===== config.mk =====
export PLATFORM = sky130hd
export DESIGN_NAME = servo_angle_to_pwm_register_writer_unit_flat
export DESIGN_NICKNAME = d
export VERILOG_FILES = /design/src/rtl/spw_pkg.sv /design/src/rtl/spw_ifs.sv /design/src/rtl/spw_front.sv /design/src/rtl/spw_queue.sv /design/src/rtl/spw_back.sv /design/src/rtl/servo_angle_to_pwm_register_writer_unit.sv /design/src/flat_wrapper.sv
export SDC_FILE = /design/constraint.sdc
export NUM_CORES = 2
export LEC_CHECK = 0
export BUFFER_PORTS_ARGS = -buffer_cell sky130_fd_sc_hd__buf_2
export CAP_MARGIN = 10
export CORE_AREA = 2 2 326 231
export CTS_CLUSTER_DIAMETER = 60
export DETAILED_ROUTE_END_ITERATION = 6
export DIE_AREA = 0 0 328 233
export PLACE_DENSITY = 0.74
export SETUP_SLACK_MARGIN = 0.3
export SYNTH_ARGS = -nofsm -noshare
export SYNTH_HDL_FRONTEND = slang
export SYNTH_SLANG_ARGS = --single-unit

===== constraint.sdc =====
create_clock -name clk -period 22.7 [get_ports clk]
set_clock_uncertainty 0.15 [all_clocks]
set_input_delay 4.54 -clock clk [delete_from_list [all_inputs] [get_ports clk]]
set_output_delay 4.54 -clock clk [all_outputs]
set_load 0.01 [all_outputs]

===== src/rtl/spw_pkg.sv =====
package spw_pkg;

	// channel count and derived index width
	localparam int SERVO_COUNT = 16;
	localparam int SERVO_W     = 4;
	localparam int IDX_W       = (SERVO_COUNT > 1) ? $clog2(SERVO_COUNT) : 1;

	// item field widths
	localparam int ANGLE_W = 8;
	localparam int LIMIT_W = 16;
	localparam int PULSE_W = 12;
	localparam int LAST_W  = PULSE_W + 1;
	localparam int BYTE_W  = 8;

	// mapping constants
	localparam int FULL_ANGLE  = 180;
	localparam int ROUND_UP    = FULL_ANGLE - 1;
	localparam int PULSE_MAX   = 4095;
	localparam int PULSE_NEVER = 4096;
	localparam logic [BYTE_W-1:0] FIRST_REG = 8'h06;

	// angle * span + rounding term fits in 20 bits (180 * 4095 + 179)
	localparam int PROD_W = 20;

	// floor(n / 180) as (n * RECIP) >> RECIP_SHIFT, exact for n < 2**PROD_W
	localparam int RECIP_SHIFT = 28;
	localparam int RECIP       = ((2 ** RECIP_SHIFT) + FULL_ANGLE - 1) / FULL_ANGLE;
	localparam int RECIP_W     = 21;
	localparam int QUOT_W      = PROD_W + RECIP_W;

	// job queue between front and back
	localparam int QUEUE_DEPTH = 2;
	localparam int QPTR_W      = 1;
	localparam int QCNT_W      = 2;

	typedef logic [IDX_W-1:0] chan_t;

	typedef struct packed {
		chan_t              ch;
		logic [PULSE_W-1:0] pulse;
	} spw_job_t;

	typedef enum logic [1:0] {
		FE_IDLE,
		FE_MUL,
		FE_DIV,
		FE_CMP
	} fe_state_t;

	// byte index of a write beat within the channel's register group
	typedef enum logic [1:0] {
		BEAT_ON_LO,
		BEAT_ON_HI,
		BEAT_OFF_LO,
		BEAT_OFF_HI
	} beat_t;

endpackage


===== src/rtl/spw_ifs.sv =====
interface spw_req_if;
	logic                           valid;
	logic                           ready;
	logic                           cmd;
	logic [spw_pkg::SERVO_W-1:0]    servo;
	logic [spw_pkg::ANGLE_W-1:0]    angle;
	logic [spw_pkg::LIMIT_W-1:0]    low_limit;
	logic [spw_pkg::LIMIT_W-1:0]    high_limit;

	modport source (output valid, cmd, servo, angle, low_limit, high_limit, input ready);
	modport sink (input valid, cmd, servo, angle, low_limit, high_limit, output ready);
endinterface

interface spw_wr_if;
	logic                           valid;
	logic                           ready;
	logic [spw_pkg::BYTE_W-1:0]     reg_addr;
	logic [spw_pkg::BYTE_W-1:0]     reg_data;
	logic [spw_pkg::PULSE_W-1:0]    pulse_count;
	logic                           last_write;

	modport source (output valid, reg_addr, reg_data, pulse_count, last_write, input ready);
	modport sink (input valid, reg_addr, reg_data, pulse_count, last_write, output ready);
endinterface


===== src/rtl/spw_front.sv =====
module spw_front (
	input  logic             clk,
	input  logic             arst_n,
	spw_req_if.sink          req,
	output logic             push,
	output spw_pkg::spw_job_t push_job,
	input  logic             full
);

	spw_pkg::fe_state_t state_q, state_d;

	logic [spw_pkg::PULSE_W-1:0] low_limits_q  [spw_pkg::SERVO_COUNT];
	logic [spw_pkg::PULSE_W-1:0] high_limits_q [spw_pkg::SERVO_COUNT];
	logic [spw_pkg::LAST_W-1:0]  last_pulse_q  [spw_pkg::SERVO_COUNT];

	spw_pkg::chan_t              ch_q;
	logic [spw_pkg::ANGLE_W-1:0] angle_q;
	logic [spw_pkg::PULSE_W-1:0] low_q;
	logic [spw_pkg::PULSE_W-1:0] mag_q;
	logic                        down_q;
	logic [spw_pkg::PROD_W-1:0]  num_q;
	logic [spw_pkg::PULSE_W-1:0] pulse_q;

	logic                        accept;
	logic                        in_range;
	spw_pkg::chan_t              sel;
	logic [spw_pkg::PULSE_W-1:0] lo_cur, hi_cur;
	logic [spw_pkg::PULSE_W-1:0] lo_clamp, hi_clamp;
	logic [spw_pkg::ANGLE_W-1:0] angle_sat;
	logic [spw_pkg::PROD_W-1:0]  num_d;
	logic [spw_pkg::QUOT_W-1:0]  quot_full;
	logic [spw_pkg::PULSE_W-1:0] quot;
	logic [spw_pkg::PULSE_W-1:0] pulse_d;
	logic                        changed;
	logic                        store_pulse;

	assign req.ready = (state_q == spw_pkg::FE_IDLE);
	assign accept    = req.valid && req.ready;
	assign in_range  = ({1'b0, req.servo} < (spw_pkg::SERVO_W + 1)'(spw_pkg::SERVO_COUNT));
	assign sel       = req.servo[spw_pkg::IDX_W-1:0];
	assign lo_cur    = low_limits_q[sel];
	assign hi_cur    = high_limits_q[sel];

	assign lo_clamp  = (req.low_limit > spw_pkg::LIMIT_W'(spw_pkg::PULSE_MAX)) ?
		spw_pkg::PULSE_W'(spw_pkg::PULSE_MAX) : req.low_limit[spw_pkg::PULSE_W-1:0];
	assign hi_clamp  = (req.high_limit > spw_pkg::LIMIT_W'(spw_pkg::PULSE_MAX)) ?
		spw_pkg::PULSE_W'(spw_pkg::PULSE_MAX) : req.high_limit[spw_pkg::PULSE_W-1:0];
	assign angle_sat = (req.angle > spw_pkg::ANGLE_W'(spw_pkg::FULL_ANGLE)) ?
		spw_pkg::ANGLE_W'(spw_pkg::FULL_ANGLE) : req.angle;

	// downward mapping rounds the magnitude up, so floor of the signed quotient
	assign num_d = (spw_pkg::PROD_W'(angle_q) * spw_pkg::PROD_W'(mag_q)) +
		(down_q ? spw_pkg::PROD_W'(spw_pkg::ROUND_UP) : '0);

	assign quot_full = spw_pkg::QUOT_W'(num_q) * spw_pkg::QUOT_W'(spw_pkg::RECIP);
	assign quot      = quot_full[spw_pkg::RECIP_SHIFT +: spw_pkg::PULSE_W];
	assign pulse_d   = down_q ? (low_q - quot) : (low_q + quot);

	assign changed   = (last_pulse_q[ch_q] != {1'b0, pulse_q});
	assign push_job  = '{ch: ch_q, pulse: pulse_q};

	always_comb begin
		state_d     = state_q;
		push        = 1'b0;
		store_pulse = 1'b0;
		unique case (state_q)
			spw_pkg::FE_IDLE: begin
				if (accept && in_range && req.cmd) begin
					state_d = spw_pkg::FE_MUL;
				end
			end
			spw_pkg::FE_MUL: begin
				state_d = spw_pkg::FE_DIV;
			end
			spw_pkg::FE_DIV: begin
				state_d = spw_pkg::FE_CMP;
			end
			spw_pkg::FE_CMP: begin
				if (!changed) begin
					state_d = spw_pkg::FE_IDLE;
				end else if (!full) begin
					push        = 1'b1;
					store_pulse = 1'b1;
					state_d     = spw_pkg::FE_IDLE;
				end
			end
			default: begin
				state_d = spw_pkg::FE_IDLE;
			end
		endcase
	end

	always_ff @(posedge clk or negedge arst_n) begin
		if (!arst_n) begin
			state_q <= spw_pkg::FE_IDLE;
		end else begin
			state_q <= state_d;
		end
	end

	// per-channel limits and last written pulse
	always_ff @(posedge clk or negedge arst_n) begin
		if (!arst_n) begin
			for (int i = 0; i < spw_pkg::SERVO_COUNT; i++) begin
				low_limits_q[i]  <= '0;
				high_limits_q[i] <= spw_pkg::PULSE_W'(spw_pkg::PULSE_MAX);
				last_pulse_q[i]  <= spw_pkg::LAST_W'(spw_pkg::PULSE_NEVER);
			end
		end else begin
			if (accept && in_range && !req.cmd) begin
				low_limits_q[sel]  <= lo_clamp;
				high_limits_q[sel] <= hi_clamp;
			end
			if (store_pulse) begin
				last_pulse_q[ch_q] <= {1'b0, pulse_q};
			end
		end
	end

	always_ff @(posedge clk) begin
		if (accept) begin
			ch_q    <= sel;
			angle_q <= angle_sat;
			low_q   <= lo_cur;
			down_q  <= (hi_cur < lo_cur);
			mag_q   <= (hi_cur < lo_cur) ? (lo_cur - hi_cur) : (hi_cur - lo_cur);
		end
		if (state_q == spw_pkg::FE_MUL) begin
			num_q <= num_d;
		end
		if (state_q == spw_pkg::FE_DIV) begin
			pulse_q <= pulse_d;
		end
	end

	// a job only leaves the compare step, with room in the queue and a new pulse
	a_push_from_cmp: assert property (@(posedge clk) disable iff (!arst_n)
		push |-> (state_q == spw_pkg::FE_CMP) && !full && changed)
		else $error("job pushed outside compare step");

endmodule


===== src/rtl/spw_queue.sv =====
module spw_queue (
	input  logic              clk,
	input  logic              arst_n,
	input  logic              push,
	input  spw_pkg::spw_job_t push_job,
	output logic              full,
	input  logic              pop,
	output spw_pkg::spw_job_t pop_job,
	output logic              empty
);

	spw_pkg::spw_job_t             slots_q [spw_pkg::QUEUE_DEPTH];
	logic [spw_pkg::QPTR_W-1:0]    wr_ptr_q, rd_ptr_q;
	logic [spw_pkg::QCNT_W-1:0]    count_q;

	assign full    = (count_q == spw_pkg::QCNT_W'(spw_pkg::QUEUE_DEPTH));
	assign empty   = (count_q == '0);
	assign pop_job = slots_q[rd_ptr_q];

	always_ff @(posedge clk or negedge arst_n) begin
		if (!arst_n) begin
			wr_ptr_q <= '0;
			rd_ptr_q <= '0;
			count_q  <= '0;
		end else begin
			if (push) begin
				wr_ptr_q <= wr_ptr_q + 1'b1;
			end
			if (pop) begin
				rd_ptr_q <= rd_ptr_q + 1'b1;
			end
			if (push && !pop) begin
				count_q <= count_q + 1'b1;
			end else if (pop && !push) begin
				count_q <= count_q - 1'b1;
			end
		end
	end

	always_ff @(posedge clk) begin
		if (push) begin
			slots_q[wr_ptr_q] <= push_job;
		end
	end

	a_no_overflow: assert property (@(posedge clk) disable iff (!arst_n)
		push |-> !full)
		else $error("push into full queue");

	a_no_underflow: assert property (@(posedge clk) disable iff (!arst_n)
		pop |-> !empty)
		else $error("pop from empty queue");

endmodule


===== src/rtl/spw_back.sv =====
module spw_back (
	input  logic              clk,
	input  logic              arst_n,
	input  logic              empty,
	input  spw_pkg::spw_job_t pop_job,
	output logic              pop,
	spw_wr_if.source          wr
);

	logic              busy_q;
	spw_pkg::spw_job_t job_q;
	spw_pkg::beat_t    beat_q;

	logic fire;
	logic done;

	assign fire = wr.valid && wr.ready;
	assign done = fire && (beat_q == spw_pkg::BEAT_OFF_HI);
	assign pop  = !empty && (!busy_q || done);

	assign wr.valid       = busy_q;
	assign wr.reg_addr    = spw_pkg::FIRST_REG + spw_pkg::BYTE_W'({job_q.ch, beat_q});
	assign wr.pulse_count = job_q.pulse;
	assign wr.last_write  = (beat_q == spw_pkg::BEAT_OFF_HI);

	always_comb begin
		unique case (beat_q)
			spw_pkg::BEAT_ON_LO:  wr.reg_data = '0;
			spw_pkg::BEAT_ON_HI:  wr.reg_data = '0;
			spw_pkg::BEAT_OFF_LO: wr.reg_data = job_q.pulse[spw_pkg::BYTE_W-1:0];
			spw_pkg::BEAT_OFF_HI: wr.reg_data =
				spw_pkg::BYTE_W'(job_q.pulse[spw_pkg::PULSE_W-1:spw_pkg::BYTE_W]);
			default:              wr.reg_data = '0;
		endcase
	end

	always_ff @(posedge clk or negedge arst_n) begin
		if (!arst_n) begin
			busy_q <= 1'b0;
			beat_q <= spw_pkg::BEAT_ON_LO;
		end else begin
			if (pop) begin
				busy_q <= 1'b1;
				beat_q <= spw_pkg::BEAT_ON_LO;
			end else if (done) begin
				busy_q <= 1'b0;
			end else if (fire) begin
				beat_q <= spw_pkg::beat_t'(beat_q + 1'b1);
			end
		end
	end

	always_ff @(posedge clk) begin
		if (pop) begin
			job_q <= pop_job;
		end
	end

	// the final beat carries the high byte of the pulse it reports
	a_last_high_byte: assert property (@(posedge clk) disable iff (!arst_n)
		wr.valid && wr.last_write |->
			wr.reg_data == spw_pkg::BYTE_W'(wr.pulse_count[spw_pkg::PULSE_W-1:spw_pkg::BYTE_W]))
		else $error("last beat data does not match pulse high byte");

endmodule


===== src/rtl/servo_angle_to_pwm_register_writer_unit.sv =====
// servo angle to pwm register writer: each of 16 servo channels keeps a 12-bit low and high
// pulse limit (reset 0 and 4095) and the last pulse it wrote. a beat on req with cmd = 0 stores
// the channel's limits, each clamped to 4095, and gives no output. a beat with cmd = 1 saturates
// angle to 180 and computes pulse = low + floor(angle * (high - low) / 180) exactly, also when
// high is below low; when that differs from the channel's last pulse, four register write beats
// leave on wr: addresses 6 + 4*servo + 0..3 carrying 0, 0, pulse low byte, pulse high byte, with
// pulse_count on every beat and last_write on the fourth. an unchanged pulse or a servo number
// beyond the channel count gives nothing. flow: a limits beat is stored when it is accepted; a
// position beat holds the input off through accept, multiply, reciprocal divide, compare and
// store, and compare waits while the queue is full. jobs wait in a two-entry queue, and the write
// side drains one beat per cycle when wr is ready. no clearing pass after reset
module servo_angle_to_pwm_register_writer_unit (
	input  logic     clk,
	input  logic     arst_n,
	spw_req_if.sink  req,
	spw_wr_if.source wr
);

	// jobs handed from the compute front to the write-out back
	logic              push;
	logic              full;
	logic              pop;
	logic              empty;
	spw_pkg::spw_job_t push_job;
	spw_pkg::spw_job_t pop_job;

	// limits table, angle mapping and change detect
	spw_front u_front (
		.clk      (clk),
		.arst_n   (arst_n),
		.req      (req),
		.push     (push),
		.push_job (push_job),
		.full     (full)
	);

	// short queue so the front keeps working while writes are stalled
	spw_queue u_queue (
		.clk      (clk),
		.arst_n   (arst_n),
		.push     (push),
		.push_job (push_job),
		.full     (full),
		.pop      (pop),
		.pop_job  (pop_job),
		.empty    (empty)
	);

	// four register write beats per job
	spw_back u_back (
		.clk     (clk),
		.arst_n  (arst_n),
		.empty   (empty),
		.pop_job (pop_job),
		.pop     (pop),
		.wr      (wr)
	);

endmodule

===== src/flat_wrapper.sv =====
// flat-port wrapper written by rule: the top's interface ports become plain ports
module servo_angle_to_pwm_register_writer_unit_flat 
  (clk, arst_n, req_valid, req_cmd, req_servo, req_angle, req_low_limit, req_high_limit, req_ready, wr_valid, wr_reg_addr, wr_reg_data, wr_pulse_count, wr_last_write, wr_ready);
  spw_req_if req_i ();
  spw_wr_if wr_i ();
  input  logic clk;
  input  logic arst_n;
  input wire logic [$bits(req_i.valid)-1:0] req_valid;
  input wire logic [$bits(req_i.cmd)-1:0] req_cmd;
  input wire logic [$bits(req_i.servo)-1:0] req_servo;
  input wire logic [$bits(req_i.angle)-1:0] req_angle;
  input wire logic [$bits(req_i.low_limit)-1:0] req_low_limit;
  input wire logic [$bits(req_i.high_limit)-1:0] req_high_limit;
  output wire logic [$bits(req_i.ready)-1:0] req_ready;
  output wire logic [$bits(wr_i.valid)-1:0] wr_valid;
  output wire logic [$bits(wr_i.reg_addr)-1:0] wr_reg_addr;
  output wire logic [$bits(wr_i.reg_data)-1:0] wr_reg_data;
  output wire logic [$bits(wr_i.pulse_count)-1:0] wr_pulse_count;
  output wire logic [$bits(wr_i.last_write)-1:0] wr_last_write;
  input wire logic [$bits(wr_i.ready)-1:0] wr_ready;
  assign req_i.valid = req_valid;
  assign req_i.cmd = req_cmd;
  assign req_i.servo = req_servo;
  assign req_i.angle = req_angle;
  assign req_i.low_limit = req_low_limit;
  assign req_i.high_limit = req_high_limit;
  assign req_ready = req_i.ready;
  assign wr_valid = wr_i.valid;
  assign wr_reg_addr = wr_i.reg_addr;
  assign wr_reg_data = wr_i.reg_data;
  assign wr_pulse_count = wr_i.pulse_count;
  assign wr_last_write = wr_i.last_write;
  assign wr_i.ready = wr_ready;
  servo_angle_to_pwm_register_writer_unit u_core (.clk(clk), .arst_n(arst_n), .req(req_i), .wr(wr_i));
endmodule

---- After elaboration in Yosys (flattened, before gate mapping) ----
Memories as Yosys holds them, arrays and structs flattened. A register that Yosys moved wholly into a read port is not among the register bits.
Index checks and enable logic that the tools add are counted.
word-level totals
  register bits after elaboration ......... 670
  bits in writable memories ............... 32
  output and inout bits ................... 31
  word-level logic and storage cells ...... 159
  memories kept ........................... 1
operators by class
  add/sub/neg operators ................... 11
  multiply operators ...................... 2
  order comparisons ....................... 8
  eq/ne operators ......................... 11
  mux-type cells .......................... 38
  bitwise logic cells ..................... 2
  reduce and logical (&&, ||, !) cells .... 25
memory list
  name                    words  bits a word  read ports  clocked after Yosys merged registers in  wr ports  RTL line         RTL
  u_core.u_queue.slots_q  2      16           1           1                                        1         spw_queue.sv:12  spw_pkg::spw_job_t slots_q [spw_pkg::QUEUE_DEPTH];
operators with widths
  cell                                                                    number
  192-bit bitwise mux                                                     2
  208-bit bitwise mux                                                     1
  12-bit 2-to-1 mux                                                       9
  12-bit binary-select mux with 4-bit select                              2
  13-bit binary-select mux with 4-bit select                              1
  13-bit demux with 4-bit select                                          1
  12-bit demux with 4-bit select                                          1
  20-bit by 21-bit multiplier with 40-bit output, second input constant   1
  13-bit 2-to-1 mux                                                       3
  12-bit subtractor                                                       3
  16-bit by 12-bit > comparator with 1-bit output, second input constant  2
  8-bit one-hot mux with 3 select lines                                   1
  20-bit by 8-bit adder with 20-bit output                                1
  8-bit by 12-bit multiplier with 20-bit output                           1
  2-bit 2-to-1 mux                                                        8
  13-bit by 12-bit != test with 1-bit output                              1
  12-bit adder                                                            1
  12-bit < comparator                                                     1
  2-bit == test, second input constant                                    5
  5-bit greater-or-equal comparator, second input constant                2
  1-bit logical AND                                                       10
  5-bit by 1-bit < comparator with 1-bit output, second input constant    2
  4-bit inverter with 5-bit output                                        2
  8-bit > comparator, second input constant                               1
  other kinds (16)                                                        35

---- Logic depth before layout (Yosys ltp) ----
  depth in word-level cells ............... 11
  mapped depth ............................ 35

---- Cells and area by module ----
Synthesis repeated with hierarchy kept, for this count alone.
unflattened totals
  cell total of the unflattened synthesis .. 3,527
  area total of the unflattened synthesis .. 41,962.7 um2
by module, submodules not included
  module     times used  cells an instance  area an instance (um2)  sequential area each (um2)
  spw_front  1           3,393              39,674.3                17,196.5
  spw_queue  1           66                 1,392.6                 1,061.0
  spw_back   1           68                 895.9                   555.5

---- Worst setup path after synthesis ----
OpenSTA, ideal clock, no wires.
  path kind ............................... input-to-reg
  start point ............................. input port req_servo[0]
  end point ............................... register u_core.u_front.mag_q[11] (netlist name), data pin
  library setup time ...................... 0.270 ns
  arrival ................................. 9.195 ns
  required time ........................... 22.280 ns
  setup slack ............................. 13.085 ns
  stages on the path ...................... 17
  buffers on the path ..................... 4
  path through ............................ clkbuf_1 -> buf_1 -> buf_1 -> mux4_2 -> mux4_2 -> ha_1 -> a21o_1 -> nand2b_1 -> o22ai_1 -> a21oi_1 -> inv_1 -> buf_2 -> mux2i_1 -> a2bb2oi_1 -> a31oi_1 -> nor3_1 -> a311oi_1
on the way
  longest elaborated chain between the ends .. 6
  elaborated cells on any way between the ends .. 11
RTL lines
  element                                                               RTL line                          RTL
  start, declared                                                       flat_wrapper.sv:10                input wire logic [$bits(req_i.servo)-1:0] req_servo;
  4-bit inverter with 5-bit output (not written as such) *              spw_front.sv:41, spw_front.sv:42
  12-bit binary-select mux with 4-bit select, on equally long branches  spw_front.sv:42, spw_front.sv:41
  12-bit 2-to-1 mux, on equally long branches (2 in series)             spw_front.sv:42, spw_front.sv:41
  12-bit subtractor / 12-bit < comparator (equally long branches)       spw_front.sv:126                  mag_q <= (hi_cur < lo_cur) ? (lo_cur - hi_cur) : (hi_cur - lo_cur);
  12-bit 2-to-1 mux *                                                   spw_front.sv:126
  end signal, assigned                                                  spw_front.sv:126
  end, declared                                                         spw_front.sv:19                   logic [spw_pkg::PULSE_W-1:0] mag_q;
Every way passes the cells marked *; elsewhere a longest branch is shown, timed or not. The select of a mux whose other input is x is not followed.
A chain may end at the register's enable or synchronous reset.

---- Worst setup path in the final report ----
  start point ............................. input port req_servo[0]
  end point ............................... register u_core.u_front.mag_q[11] (netlist name), data pin
on the way
  longest elaborated chain between the ends .. 6
  elaborated cells on any way between the ends .. 11
RTL lines
  element                                                          RTL line          RTL
  4-bit inverter with 5-bit output (not written as such) *         spw_front.sv:41   assign lo_cur = low_limits_q[sel];
  12-bit binary-select mux with 4-bit select *                     spw_front.sv:41
  12-bit 2-to-1 mux (not written as such) * (2 in series)          spw_front.sv:41
  via u_core.u_front.lo_cur (one bit)                              spw_front.sv:27   logic [spw_pkg::PULSE_W-1:0] lo_cur, hi_cur;
  12-bit subtractor / 12-bit < comparator (equally long branches)  spw_front.sv:126
  12-bit 2-to-1 mux *                                              spw_front.sv:126
Mark *: on every way through the listed nets, which the timed path passes. The rest lies on a longest branch. The select of a mux whose other input is x is not followed.

==> reports/metrics.yaml <==
logic_synthesis:
  synth.distinct_cells: 71
  synth_top_area_share_pct: 23.31
  synth_edf_count: 117
  syn_area_per_cell_sq_um: 11.81
  synth_seq_cells: 718
  synthFlopType: "dfrtp_1"
  yosysWarnings: 0
  synthesis.instances: 3571
  synth_area_leaders: "dfrtp_1 (23%), dfstp_2 (13%), mux4_2 (9.9%), fa_1 (8.7%), edfxtp_1 (8.3%)"
  async_flop_share_pct: 83.70
  ys_seq_area_share_pct: 44.59
  synth_area_sq_mm: 0.04219
  yosys.area.top_type: "dfrtp_1"
  synthesis.nets: 4076
run:
  drv_cap: 0
sta:
  fin_hold_ws_ns: 0.3282
  drv_slew: 0
  min_period_ns: 10.34
  hold_violations: 0
  max_freq_mhz: 96.69
  worst_pin_slew_ns: 1.310
  fin_crit_sh_pct: 45.56
  rsz0062_at_grt: "no"
  setup_viol: 0
  tns_ns: 0
  relSlewSlack_pct: 12.60
final_layout:
  final_nets: 4054
  area_growth_pct: 8.387
  fill_cells: 5568
  layout_common_cells: "dfrtp_1 (393), inv_1 (341), nand2_1 (294), ha_1 (273), nor2_1 (266)"
  layout_commonest_cell: "dfrtp_1"
  drive_gt1_share_pct: 23.87
clocking:
  htreeDepth: 3
  insertion_delay_ns: 0.64
  cts_tree: "yes"
  clock_path_buffers: 3
  ctsHoldBuffers: 0
  clkTransAtPathRegs_ns: 0.06
  numCtsBuffers: 72
  cts_resized: 0
  root_buffer: "clkbuf_16"
  cts_setup_buffers: 0
  cts.sinks: 718
worst_hold_path:
  min_path_type: "reg -> reg"
  min_from: "u_core.u_front.low_limits_q[149]$_DFFE_PN0P_"
drt:
  drc: 0
  via_count: 26890
  dr.pass1.iters: 5
  drtAntennaViolNets: 0
  wl_per_cell_um: 21.28
  drtIter0Drc: 2187
  wirelength_um: 97560
  post_drt_via_cell_ratio: 5.865
place:
  globalplace.congestion: 0.9118
  numPortBuffers: 78
  dpl.hpwl_um: 64590
global_route:
  grtUsageTotal_pct: 26.43
  overflow: 0
  grt_pass1_wl_um: 155300
  grt_pass1_vias: 27160
  grt_max_degree: 164
  antenna_found_initial: 1
worst_setup_path:
  r2r_start: "u_core.u_front.num_q[9]$_DFFE_PN_"
  max_stage_delay_ns: 0.72
  crit_family: "compound AO/OA/AOI/OAI gates"
  critPathMaxFanout: 65
  slowest_stage: "buf_4"
  critPathBufInv: 3
  critPathLaunchType: "input pin"
  crit_path_end_kind: "flop"
  critPathLaunch: "req_servo[0]"
  cp.arrival_ns: 10.65
  cp_cell_sequence: "buf_6 > buf_4 > mux4_2 > mux4_2 > ha_1 > fa_1 > nor2b_1 > o21ai_0 > a21oi_1 > o21ai_0 > a21oi_1 > inv_1 > a211oi_1 > o2111ai_1 > a31oi_1 > nor3_1 > a311oi_1"
  worstSetupPathType: "in -> reg"
  required_ns: 23.01
floorplan:
  io_pins: 80
  rows: 83
  core_area_sq_mm: 0.07301
  fp.dieH_um: 233
  die_w_um: 328
  start_util_pct: 57.79
  die_area_sq_mm: 0.07642
outcome:
  outcome: "completed"
==> flip-flops by register name (all words and copies together), names as in the netlist, 2 cells and up <==
name and flops:
u_core.u_front.last_pulse_q 208, u_core.u_front.high_limits_q 192, u_core.u_front.low_limits_q 192, u_core.u_queue.slots_q 32, u_core.u_front.num_q 20, u_core.u_back.wr.pulse_count 12, u_core.u_front.low_q 12, u_core.u_front.mag_q 12
u_core.u_front.pulse_q 12, u_core.u_front.angle_q 8, u_core.u_back.job_q 4, u_core.u_front.ch_q 4, u_core.u_back.beat_q 2, u_core.u_front.state_q 2, u_core.u_queue.count_q 2
==> worst register-to-register path, delay by kind of cell (launching register included) <==
| family | cells | cell delay, ns |
|---|---|---|
| buf+inv | 4 | 0.24 |
| simple gates | 5 | 1.48 |
| xor+xnor | 3 | 0.79 |
| compound gates | 7 | 1.88 |
| flops | 1 | 0.50 |
| fa+ha+maj | 9 | 4.13 |
==> per-stage QoR <==
stage,setup slack (ns),std cells,util (%),instance area [sq um]
floorplan,13.08,3571,-,42190
global placement,11.73,4452,59.30,43290
detailed placement,11.67,4452,59.30,43290
CTS,12.33,4584,62.63,45730
global route,11.71,4584,62.63,45730
finish,12.36,4585,62.64,45730
==> final timing paths <==
check	endpoint	slack [ns]	cells past startpoint
worst max-delay path	u_core.u_front.mag_q[11]$_DFFE_PP_	12.36	17
worst min-delay path	u_core.u_front.low_limits_q[149]$_DFFE_PN0P_	0.33	2
worst max register to register	u_core.u_front.pulse_q[11]$_DFFE_PP_	13.29	28
worst min register to register	u_core.u_front.low_limits_q[149]$_DFFE_PN0P_	0.33	2
max in group asynchronous	u_core.u_front.low_limits_q[72]$_DFFE_PN0P_	16.37	3
min in group asynchronous	u_core.u_front.low_limits_q[58]$_DFFE_PN0P_	3.76	1
==> synthesized netlist by cell type, types with 7 or more instances <==
cell,count
a21o_1,16
a31oi_1,7
nor2b_1,24
edfxtp_1,117
mux2_4,24
mux2_1,12
nand2_1,300
o21ai_0,233
nand4_1,10
nand2b_1,13
and2_1,66
buf_2,17
dfrtp_1,393
inv_1,341
ha_1,273
and3_1,10
buf_1,20
a21oi_1,241
nor3_1,15
mux2i_1,12
nor2_1,281
xnor2_1,49
a211oi_1,12
mux4_2,185
buf_4,21
xor2_1,29
clkbuf_1,150
dfstp_2,208
mux2_2,177
or3_1,10
fa_1,183
a211o_1,8
nand3_1,28
==> logic make-up after synthesis <==
| family | synth area share, % |
|---|---|
| XOR/XNOR | 1.673 |
| other | 0.008888 |
| multiplexers | 16.06 |
| flip-flops | 44.59 |
| buffers and inverters | 5.282 |
| AO/OA/AOI/OAI | 7.470 |
| adder cells (fa/ha/maj) | 16.78 |
| AND/OR/NAND/NOR | 8.138 |
==> metal layers <==
layer,vias to the layer above,global-route usage [%],share of wire (%)
li1,12240,-,-
met1,13590,39.09,45
met2,917,40.12,45
met3,143,5.575,7.9
met4,0,6.494,2.1
met5,-,0,0
==> cell type report <==
cell class,instances,area [sq um],share of cell area (%)
multi-input cells,2298,21250,46.48
flip-flops and latches,718,18810,41.14
clock buffers,99,2006,4.386
inverters,341,1280,2.799
well taps,977,1222,2.673
repair buffers,118,721.9,1.579
clock inverters,33,430.4,0.9412
diodes,1,2.502,0.005472
Power is not shown: default switching activity piles up to over one toggle a cycle in this logic, so the estimate is an artifact.
